## config.mk

```make
export PLATFORM = sky130hd
export DESIGN_NAME = whole_word_match_locator
export DESIGN_NICKNAME = d
export VERILOG_FILES = /design/src/hw/rtl/wwml_pkg.sv /design/src/hw/rtl/wwml_cell.sv /design/src/hw/rtl/wwml_out_queue.sv /design/src/hw/rtl/whole_word_match_locator.sv
export VERILOG_INCLUDE_DIRS = /design/src /design/src/hw/rtl
export SDC_FILE = /design/constraint.sdc
export NUM_CORES = 2
export LEC_CHECK = 0
export CORE_MARGIN = 8
export CORE_UTILIZATION = 40
export DETAILED_ROUTE_END_ITERATION = 12
export DONT_BUFFER_PORTS = 1
export PLACE_DENSITY_LB_ADDON = 0.12
export SYNTH_ARGS = -nofsm -noshare
export SYNTH_HDL_FRONTEND = slang
export SYNTH_SLANG_ARGS = --single-unit
```

## constraint.sdc

```tcl
create_clock -name aclk -period 32.1 [get_ports aclk]
set_input_delay 1.605 -clock aclk [delete_from_list [all_inputs] [get_ports aclk]]
set_output_delay 1.605 -clock aclk [all_outputs]
set_load 0.005 [all_outputs]
```

## src/hw/rtl/whole_word_match_locator_macros.svh

```systemverilog
// Assertion helpers shared by the whole-word locator RTL.
`ifndef WHOLE_WORD_MATCH_LOCATOR_MACROS_SVH
`define WHOLE_WORD_MATCH_LOCATOR_MACROS_SVH

// Condition must hold at every clock edge outside reset.
`define WWML_ASSERT_ALWAYS(label, clk, rstn, expr) \
    label: assert property (@(posedge clk) disable iff (!rstn) (expr)) \
        else $error("wwml: invariant violated");

// Same-cycle implication.
`define WWML_ASSERT_IMPL(label, clk, rstn, ante, cons) \
    label: assert property (@(posedge clk) disable iff (!rstn) (ante) |-> (cons)) \
        else $error("wwml: implication violated");

// Next-cycle implication.
`define WWML_ASSERT_NEXT(label, clk, rstn, ante, cons) \
    label: assert property (@(posedge clk) disable iff (!rstn) (ante) |=> (cons)) \
        else $error("wwml: next-cycle check violated");

`endif

```

## src/hw/rtl/wwml_pkg.sv

```systemverilog
`default_nettype none

package wwml_pkg;

    // Pattern register file holds 16 bytes whatever the configured maximum
    localparam int PatternBytes = 16;
    localparam int CountW       = 32;
    localparam int ColumnOutW   = 16;
    localparam int QueueDepth   = 4;

    // ASCII letter ranges
    localparam logic [7:0] UpperFirst = 8'd65;
    localparam logic [7:0] UpperLast  = 8'd90;
    localparam logic [7:0] LowerFirst = 8'd97;
    localparam logic [7:0] LowerLast  = 8'd122;

    typedef logic [7:0] byte_t;
    typedef byte_t [PatternBytes-1:0] pattern_t;

    typedef enum logic [1:0] {
        CFG_PATTERN_LOW    = 2'd0,
        CFG_PATTERN_HIGH   = 2'd1,
        CFG_PATTERN_LENGTH = 2'd2
    } cfg_index_t;

    typedef enum logic {
        REPORT_MATCH = 1'b0,
        REPORT_TOTAL = 1'b1
    } report_kind_t;

    typedef struct packed {
        report_kind_t            kind;
        logic [CountW-1:0]       line_number;
        logic [ColumnOutW-1:0]   column;
        logic [CountW-1:0]       count;
        logic                    last;
    } result_t;

    // Up to two reports written into the output queue per request
    typedef struct packed {
        logic [1:0] num;
        result_t    first;
        result_t    second;
    } push_t;

    typedef struct packed {
        logic shift;
        logic clear;
    } cell_ctrl_t;

    typedef struct packed {
        logic fits;    // byte agrees with its pattern byte, or lies beyond the pattern
        logic letter;  // byte is an ASCII letter
    } cell_flags_t;

    function automatic logic is_letter(input byte_t b);
        return ((b >= UpperFirst) && (b <= UpperLast)) ||
               ((b >= LowerFirst) && (b <= LowerLast));
    endfunction

endpackage

`default_nettype wire

```

## src/hw/rtl/wwml_cell.sv

```systemverilog
`default_nettype none

// One window position: holds a text byte, passes it on, compares it.
module wwml_cell #(
    parameter int MAX_PATTERN = 16,
    parameter int IDX         = 0
) (
    input  wire                       aclk,
    input  wire                       aresetn,
    input  wwml_pkg::cell_ctrl_t      ctrl,
    input  wwml_pkg::byte_t           byte_in,
    input  wwml_pkg::pattern_t        pattern,
    input  wire [$clog2(MAX_PATTERN+1)-1:0] len,
    output wwml_pkg::byte_t           byte_out,
    output wwml_pkg::cell_flags_t     flags
);

    wwml_pkg::byte_t byte_reg, byte_next;
    logic [5:0]      len_w;
    logic [5:0]      pos;

    // Shift or clear the held byte
    always_comb begin
        byte_next = byte_reg;
        if (ctrl.clear) begin
            byte_next = '0;
        end else if (ctrl.shift) begin
            byte_next = byte_in;
        end
    end

    always_ff @(posedge aclk) begin
        if (!aresetn) begin
            byte_reg <= '0;
        end else begin
            byte_reg <= byte_next;
        end
    end

    // Newest byte faces the last pattern byte
    assign len_w = 6'(len);
    assign pos   = len_w - 6'd1 - 6'(IDX);

    always_comb begin
        flags.letter = wwml_pkg::is_letter(byte_reg);
        if (6'(IDX) < len_w) begin
            flags.fits = (byte_reg == pattern[pos[3:0]]);
        end else begin
            flags.fits = 1'b1;
        end
    end

    assign byte_out = byte_reg;

endmodule

`default_nettype wire

```

## src/hw/rtl/wwml_out_queue.sv

```systemverilog
`default_nettype none

`include "whole_word_match_locator_macros.svh"

// Small report queue: takes up to two reports per cycle, hands out one.
module wwml_out_queue (
    input  wire                  aclk,
    input  wire                  aresetn,
    input  wwml_pkg::push_t      push,
    input  wire                  m_ready,
    output logic                 m_valid,
    output wwml_pkg::result_t    head,
    output logic                 room
);

    localparam int PtrW = $clog2(wwml_pkg::QueueDepth);
    localparam int CntW = $clog2(wwml_pkg::QueueDepth + 1);

    wwml_pkg::result_t mem [wwml_pkg::QueueDepth];
    logic [PtrW-1:0]   wr_ptr_reg, wr_ptr_next;
    logic [PtrW-1:0]   rd_ptr_reg, rd_ptr_next;
    logic [CntW-1:0]   count_reg, count_next;
    logic              pop;
    logic [PtrW-1:0]   wr_ptr_second;

    assign m_valid       = (count_reg != '0);
    assign pop           = m_valid && m_ready;
    assign head          = mem[rd_ptr_reg];
    assign room          = (count_reg <= CntW'(wwml_pkg::QueueDepth - 2));
    assign wr_ptr_second = wr_ptr_reg + PtrW'(1);

    // Pointer and fill bookkeeping
    always_comb begin
        wr_ptr_next = wr_ptr_reg + PtrW'(push.num);
        rd_ptr_next = rd_ptr_reg + PtrW'(pop);
        count_next  = count_reg + CntW'(push.num) - CntW'(pop);
    end

    always_ff @(posedge aclk) begin
        if (!aresetn) begin
            wr_ptr_reg <= '0;
            rd_ptr_reg <= '0;
            count_reg  <= '0;
        end else begin
            wr_ptr_reg <= wr_ptr_next;
            rd_ptr_reg <= rd_ptr_next;
            count_reg  <= count_next;
        end
    end

    // Storage
    always_ff @(posedge aclk) begin
        if (push.num != 2'd0) begin
            mem[wr_ptr_reg] <= push.first;
        end
        if (push.num == 2'd2) begin
            mem[wr_ptr_second] <= push.second;
        end
    end

    `WWML_ASSERT_ALWAYS(a_count_bound, aclk, aresetn, count_reg <= CntW'(wwml_pkg::QueueDepth))
    `WWML_ASSERT_IMPL(a_push_has_room, aclk, aresetn, push.num != 2'd0, room)
    `WWML_ASSERT_NEXT(a_count_tracks, aclk, aresetn, aresetn, count_reg == CntW'($past(count_reg) + CntW'($past(push.num)) - CntW'($past(pop))))

endmodule

`default_nettype wire

```

## src/hw/rtl/whole_word_match_locator.sv

```systemverilog
// Whole-word pattern locator. Text enters one byte per request on s_*, with
// s_line_end / s_text_end marking line and text ends. A row of MAX_PATTERN+1
// byte cells holds the tail of the current line; each cell compares its byte
// with its pattern byte, so a whole-word hit is known in the cycle a boundary
// (non-letter byte or marker) arrives. Throughput is one request per clock
// while s_ready is high; reports enter a four-entry queue, and s_ready drops
// while fewer than two entries are free, so a stalled m_ready, or a text end
// that closes on a hit (two reports), costs input cycles. The user must
// write pattern registers through cfg_* (index 0 low bytes, 1 high bytes,
// 2 length) only while the block is idle; the block does not enforce this.
`default_nettype none

`include "whole_word_match_locator_macros.svh"

module whole_word_match_locator #(
    parameter int MAX_PATTERN = 16,
    parameter int COLUMN_BITS = 16
) (
    input  wire         aclk,
    input  wire         aresetn,
    // configuration
    input  wire         cfg_valid,
    output logic        cfg_ready,
    input  wire [1:0]   cfg_index,
    input  wire [63:0]  cfg_data,
    // text in
    input  wire         s_valid,
    output logic        s_ready,
    input  wire [7:0]   s_text_byte,
    input  wire         s_line_end,
    input  wire         s_text_end,
    // reports out
    output logic        m_valid,
    input  wire         m_ready,
    output logic        m_report_kind,
    output logic [31:0] m_line_number,
    output logic [15:0] m_column,
    output logic [31:0] m_occurrence_count,
    output logic        m_last_of_run
);

    localparam int LenW  = $clog2(MAX_PATTERN + 1);
    localparam int Cells = MAX_PATTERN + 1;
    localparam int ColW  = (COLUMN_BITS > wwml_pkg::ColumnOutW) ?
                           COLUMN_BITS : wwml_pkg::ColumnOutW;
    localparam logic [COLUMN_BITS-1:0] ColumnMax = '1;

    // Configuration registers
    logic [63:0] pat_low_reg;
    logic [63:0] pat_high_reg;
    logic [4:0]  pat_len_reg;
    logic        alive_reg;

    // Line and count state
    logic [COLUMN_BITS-1:0]        bytes_reg, bytes_next;
    logic [wwml_pkg::CountW-1:0]   line_reg, line_next;
    logic [wwml_pkg::CountW-1:0]   match_reg, match_next;

    wwml_pkg::pattern_t    pattern;
    logic [4:0]            len_sat;
    logic [LenW-1:0]       len;
    logic [COLUMN_BITS-1:0] len_ext;
    wwml_pkg::cell_ctrl_t  cell_ctrl;
    wwml_pkg::byte_t       window [MAX_PATTERN];
    wwml_pkg::cell_flags_t flags [Cells];
    logic [Cells-1:0]      fits;
    logic [Cells-1:0]      letters;
    logic                  accept;
    logic                  marker;
    logic                  hit_base;
    logic                  hit;
    logic [COLUMN_BITS-1:0] col_full;
    logic [ColW-1:0]       col_wide;
    logic [wwml_pkg::ColumnOutW-1:0] col_out;
    logic [wwml_pkg::CountW-1:0]     count_inc;
    wwml_pkg::result_t     match_rep;
    wwml_pkg::result_t     total_rep;
    wwml_pkg::push_t       push;
    wwml_pkg::result_t     head;
    logic                  room;

    // Ready only once out of reset
    always_ff @(posedge aclk) begin
        if (!aresetn) begin
            alive_reg <= 1'b0;
        end else begin
            alive_reg <= 1'b1;
        end
    end

    assign cfg_ready = alive_reg;
    assign s_ready   = alive_reg && room;
    assign accept    = s_valid && s_ready;
    assign marker    = s_line_end || s_text_end;

    // Register writes
    always_ff @(posedge aclk) begin
        if (!aresetn) begin
            pat_low_reg  <= '0;
            pat_high_reg <= '0;
            pat_len_reg  <= 5'd1;
        end else if (cfg_valid && cfg_ready) begin
            case (wwml_pkg::cfg_index_t'(cfg_index))
                wwml_pkg::CFG_PATTERN_LOW:    pat_low_reg  <= cfg_data;
                wwml_pkg::CFG_PATTERN_HIGH:   pat_high_reg <= cfg_data;
                wwml_pkg::CFG_PATTERN_LENGTH: pat_len_reg  <= cfg_data[4:0];
                default: begin
                end
            endcase
        end
    end

    assign pattern = wwml_pkg::pattern_t'({pat_high_reg, pat_low_reg});

    // Effective pattern length
    always_comb begin
        if (pat_len_reg == 5'd0) begin
            len_sat = 5'd1;
        end else if (pat_len_reg > 5'(MAX_PATTERN)) begin
            len_sat = 5'(MAX_PATTERN);
        end else begin
            len_sat = pat_len_reg;
        end
    end

    assign len     = LenW'(len_sat);
    assign len_ext = COLUMN_BITS'(len);

    assign cell_ctrl.shift = accept && !marker;
    assign cell_ctrl.clear = accept && marker;

    // Byte window: cell 0 holds the newest byte
    for (genvar k = 0; k < Cells; k++) begin : g_cell
        if (k < MAX_PATTERN) begin : g_mid
            wwml_cell #(.MAX_PATTERN(MAX_PATTERN), .IDX(k)) u_cell (
                .aclk     (aclk),
                .aresetn  (aresetn),
                .ctrl     (cell_ctrl),
                .byte_in  ((k == 0) ? s_text_byte : window[(k == 0) ? 0 : k - 1]),
                .pattern  (pattern),
                .len      (len),
                .byte_out (window[k]),
                .flags    (flags[k])
            );
        end else begin : g_tail
            wwml_cell #(.MAX_PATTERN(MAX_PATTERN), .IDX(k)) u_cell (
                .aclk     (aclk),
                .aresetn  (aresetn),
                .ctrl     (cell_ctrl),
                .byte_in  (window[k - 1]),
                .pattern  (pattern),
                .len      (len),
                .byte_out (),
                .flags    (flags[k])
            );
        end
        assign fits[k]    = flags[k].fits;
        assign letters[k] = flags[k].letter;
    end

    // Whole-word hit ending at the newest byte
    assign hit_base = (bytes_reg >= len_ext) && (&fits) &&
                      ((bytes_reg == len_ext) || !letters[len]);
    assign hit      = accept && hit_base &&
                      (marker || !wwml_pkg::is_letter(s_text_byte));

    // Start column, capped to the report width
    assign col_full = (bytes_reg == ColumnMax) ? ColumnMax : bytes_reg - len_ext;
    assign col_wide = ColW'(col_full);
    assign col_out  = (col_wide > ColW'({wwml_pkg::ColumnOutW{1'b1}})) ?
                      {wwml_pkg::ColumnOutW{1'b1}} : col_wide[wwml_pkg::ColumnOutW-1:0];

    assign count_inc = (match_reg == '1) ? match_reg : match_reg + 1'b1;

    // Report payloads
    always_comb begin
        match_rep.kind        = wwml_pkg::REPORT_MATCH;
        match_rep.line_number = line_reg;
        match_rep.column      = col_out;
        match_rep.count       = count_inc;
        match_rep.last        = !s_text_end;

        total_rep.kind        = wwml_pkg::REPORT_TOTAL;
        total_rep.line_number = line_reg;
        total_rep.column      = '0;
        total_rep.count       = hit ? count_inc : match_reg;
        total_rep.last        = 1'b1;
    end

    always_comb begin
        push.first  = match_rep;
        push.second = total_rep;
        push.num    = 2'd0;
        if (accept) begin
            if (hit) begin
                push.num = s_text_end ? 2'd2 : 2'd1;
            end else if (s_text_end) begin
                push.first = total_rep;
                push.num   = 2'd1;
            end
        end
    end

    // Counter updates
    always_comb begin
        bytes_next = bytes_reg;
        line_next  = line_reg;
        match_next = hit ? count_inc : match_reg;
        if (accept) begin
            if (marker) begin
                bytes_next = '0;
                if (s_text_end) begin
                    line_next  = 32'd1;
                    match_next = '0;
                end else if (line_reg != '1) begin
                    line_next = line_reg + 1'b1;
                end
            end else if (bytes_reg != ColumnMax) begin
                bytes_next = bytes_reg + 1'b1;
            end
        end
    end

    always_ff @(posedge aclk) begin
        if (!aresetn) begin
            bytes_reg <= '0;
            line_reg  <= 32'd1;
            match_reg <= '0;
        end else begin
            bytes_reg <= bytes_next;
            line_reg  <= line_next;
            match_reg <= match_next;
        end
    end

    wwml_out_queue u_queue (
        .aclk    (aclk),
        .aresetn (aresetn),
        .push    (push),
        .m_ready (m_ready),
        .m_valid (m_valid),
        .head    (head),
        .room    (room)
    );

    assign m_report_kind      = head.kind;
    assign m_line_number      = head.line_number;
    assign m_column           = head.column;
    assign m_occurrence_count = head.count;
    assign m_last_of_run      = head.last;

    `WWML_ASSERT_IMPL(a_two_needs_end, aclk, aresetn, push.num == 2'd2, s_text_end)
    `WWML_ASSERT_NEXT(a_end_restarts, aclk, aresetn, accept && s_text_end, line_reg == 32'd1 && match_reg == '0)
    `WWML_ASSERT_NEXT(a_line_clears, aclk, aresetn, accept && marker, bytes_reg == '0)

endmodule

`default_nettype wire
```

==> flow_metrics.env <==
export IMPL_ys_flop_type="dfxtp_1"
export IMPL_rsz0062_at_grt="no"
export IMPL_slew_violations=0
export IMPL_layout_cells_non_filler=5335
export IMPL_drive_above_1_share_pct=13.0
export IMPL_clk_path_buf_depth=3
export IMPL_irDropWorstVdd_mv=0.0390
export IMPL_ant_nets=0
export IMPL_cts_buffers=79
export IMPL_gp_congestion=1.02
export IMPL_cp_max_fo=81
export IMPL_largest_register="u_queue.mem"
export IMPL_grt_ovfl_total=0
export IMPL_synth_avg_cell_area_sq_um=9.70
export IMPL_ys_types=94
export IMPL_wire_per_inst_um=27.4
export IMPL_cap_violations=0
export IMPL_tightest_slew_ns=1.36
export IMPL_fin_skew_ns=0.0420
export IMPL_clkLatencyLatePin_ns=0.68
export IMPL_grt_max_degree=154
export IMPL_yosys_top_cells_count="733 x nand2_1, 429 x dfxtp_1, 291 x a21oi_1, 256 x edfxtp_1, 238 x clkbuf_1"
export IMPL_synth_top_area_share_pct=21.2
export IMPL_initial_core_util_pct=40.4
export IMPL_rows=116
export IMPL_via_per_inst=6.15
export IMPL_arrival_ns=12.17
export IMPL_clock_sinks=685
export IMPL_fin_crit_sh_pct=36.4
export IMPL_clock_fmax_ghz=0.0855
export IMPL_final_hold_violation_count=0
export IMPL_dpl_cell_count=5189
export IMPL_cpMostUsedCell="buf_4"
export IMPL_status="finished, final reports clean"
export IMPL_reg2reg_depth=29
export IMPL_fin_crit_ns=11.70
export IMPL_slowest_stage="xnor2_2"
export IMPL_dieHeight_um=334
export IMPL_start_kind="flip-flop"
export IMPL_tns_ns=0
export IMPL_largest_register_ffs=328
export IMPL_critical_path_endpoint="u_queue.mem[2][22]"
export IMPL_syn_instance_count=4165
export IMPL_holdCritPathClass="flip-flop to flip-flop"
export IMPL_yosysMostFrequentCell="nand2_1"
export IMPL_cts_clk_slew_worst_paths_ns=0.06
export IMPL_syn_nets=4273
export IMPL_maxSlewHeadroom_pct=9.42
export IMPL_ctsResizeCount=0
export IMPL_synthArstFlopShare_pct=0
export IMPL_tritoncts="built"
export IMPL_power_leakage_nw=14.7
export IMPL_first_iter_violations=3590
export IMPL_wl_mm=146
export IMPL_area_growth_pct=8.67
export IMPL_floorplan_io_pins=166
export IMPL_power_density_nw_per_um2=50.5
export IMPL_nNetsFinal=4080
export IMPL_regToRegSetupSlack_ns=20.40
export IMPL_r2r_start="pat_len_reg[4]"
export IMPL_grt_pass1_vias=30600
export IMPL_ys_ff_latch=685
export IMPL_dieArea_sq_um=111000
export IMPL_setup_viol=0
export IMPL_drt_drc_violations_left=0
export IMPL_postCtsHoldBufs=0
export IMPL_vias=32800
export IMPL_antenna_found_initial=2
export IMPL_root_buffer="clkbuf_16"
export IMPL_design_power_total_mw=2.22
export IMPL_seq_area_frac_synth_pct=40.3
export IMPL_port_buffers=0
export IMPL_dp_hpwl_mm=103
export IMPL_grt_pass1_wl_mm=216
export IMPL_postCtsSetupBuffers=0
export IMPL_coreArea_sq_um=100000
export IMPL_drtPass1Iterations=5
export IMPL_ys_top_cells_by_area="dfxtp_1 21%, edfxtp_1 19%, mux4_2 12%, nand2_1 6.8%, mux2i_1 4.6%"
export IMPL_synth_edf_count=256
export IMPL_crit_required_ns=32.57
export IMPL_die_w_um=334
export IMPL_cpPeakStageDelay_ns=0.94
export IMPL_yosysTopAreaCell="dfxtp_1"
export IMPL_path_class="flip-flop to flip-flop"
export IMPL_crit_path_start="pat_len_reg[4]"
export IMPL_grt_total_usage_pct=25.3
export IMPL_synth_area_sq_um=40400
export IMPL_end_kind="flip-flop"
export IMPL_h_tree_depth=3
export IMPL_reg2reg_to="u_queue.mem[2][22]"
export IMPL_ys_warn_count=0
worst max-delay path: cells and delay by family, from the launching register on:
family	cells	cell delay, ns
fa+ha+maj	3	1.08
simple gates	8	3.06
compound gates	5	0.93
mux	1	0.32
xor+xnor	3	1.22
flops	1	0.55
buf+inv	9	4.00
how the worst min path moves through the flow:
| stage | slack (ns) | startpoint | cells past startpoint | end |
|---|---|---|---|---|
| final | 0.45 | u_queue.mem[2][43] | 2 | u_queue.mem[2][43] |
| after global routing | 0.47 | u_queue.mem[1][36] | 2 | u_queue.mem[1][36] |
| after CTS | 0.45 | u_queue.mem[2][43] | 2 | u_queue.mem[2][43] |
| after detailed placement | 0.44 | u_queue.mem[2][43] | 2 | u_queue.mem[2][43] |
| after global placement | 0.43 | u_queue.mem[0][37] | 2 | u_queue.mem[0][37] |
| after floorplan | 0.42 | u_queue.mem[2][33] | 2 | u_queue.mem[2][33] |
kinds of logic (layout without fill, tap and decap cells):
kind of cell,after synthesis,in the layout,share of synthesized area [%]
other cells,0,2,0
buf+inv,390,260,4.07
simple gates,1493,1493,17.3
fa+ha+maj,28,28,0.901
xor+xnor,189,189,4.11
mux,445,445,18.0
flops,685,685,40.3
compound gates,935,935,15.4
power by group:
part | total [mW] | switching, mW | internal [mW]
Sequential | 0.974 | 0.0393 | 0.935
Clock | 0.938 | 0.390 | 0.547
Combinational | 0.308 | 0.181 | 0.127
metrics by stage:
stage	utilization, %	hold slack, ns	area [sq um]	setup slack [ns]
final	43.9	0.446	43900	20.40
after global routing	43.9	0.473	43900	19.55
after CTS	43.9	0.452	43900	20.54
after detailed placement	41.2	0.439	41200	20.54
after global placement	41.2	0.431	41200	20.85
after floorplan	-	0.420	40400	21.40
cell type report:
cell class	instances	area, sq um
Clock inverter	29	433
Tap cell	1298	1620
Sequential cell	685	16300
Timing Repair Buffer	69	518
Multi-Input combinational cell	3090	22600
Antenna cell	2	5.00
Clock buffer	115	2240
Inverter	47	196
Fill cell	9659	56200
metal layers:
layer	share of wire (%)	vias up	track usage (%)
li1	-	15000	-
met1	42	16100	33.5
met2	46	1360	40.1
met3	6.8	316	4.34
met4	5.4	0	12.1
met5	0	-	0
cells in the final DEF, fill, tap and decap left out, types with 12 or more instances in the layout:
master	instances
a211oi_1	44
a21boi_0	132
a21oi_1	288
a221oi_1	23
a31oi_1	12
a32o_1	30
and2_1	121
and3_1	62
and4_1	14
buf_4	69
clkbuf_1	23
clkbuf_16	79
clkbuf_8	13
dfxtp_1	426
edfxtp_1	256
ha_1	25
inv_1	36
mux2_2	37
mux2i_1	187
mux4_2	220
nand2_1	730
nand2b_1	20
nand3_1	54
nand4_1	77
nor2_1	166
nor2b_1	18
nor3_1	103
nor4_1	23
o2111ai_1	13
o211ai_1	43
o21ai_0	167
o221ai_1	17
o22ai_1	26
o311ai_0	12
or3_1	52
xnor2_1	103
xor2_1	84
Note: power is estimated with default switching activity, not from simulation.
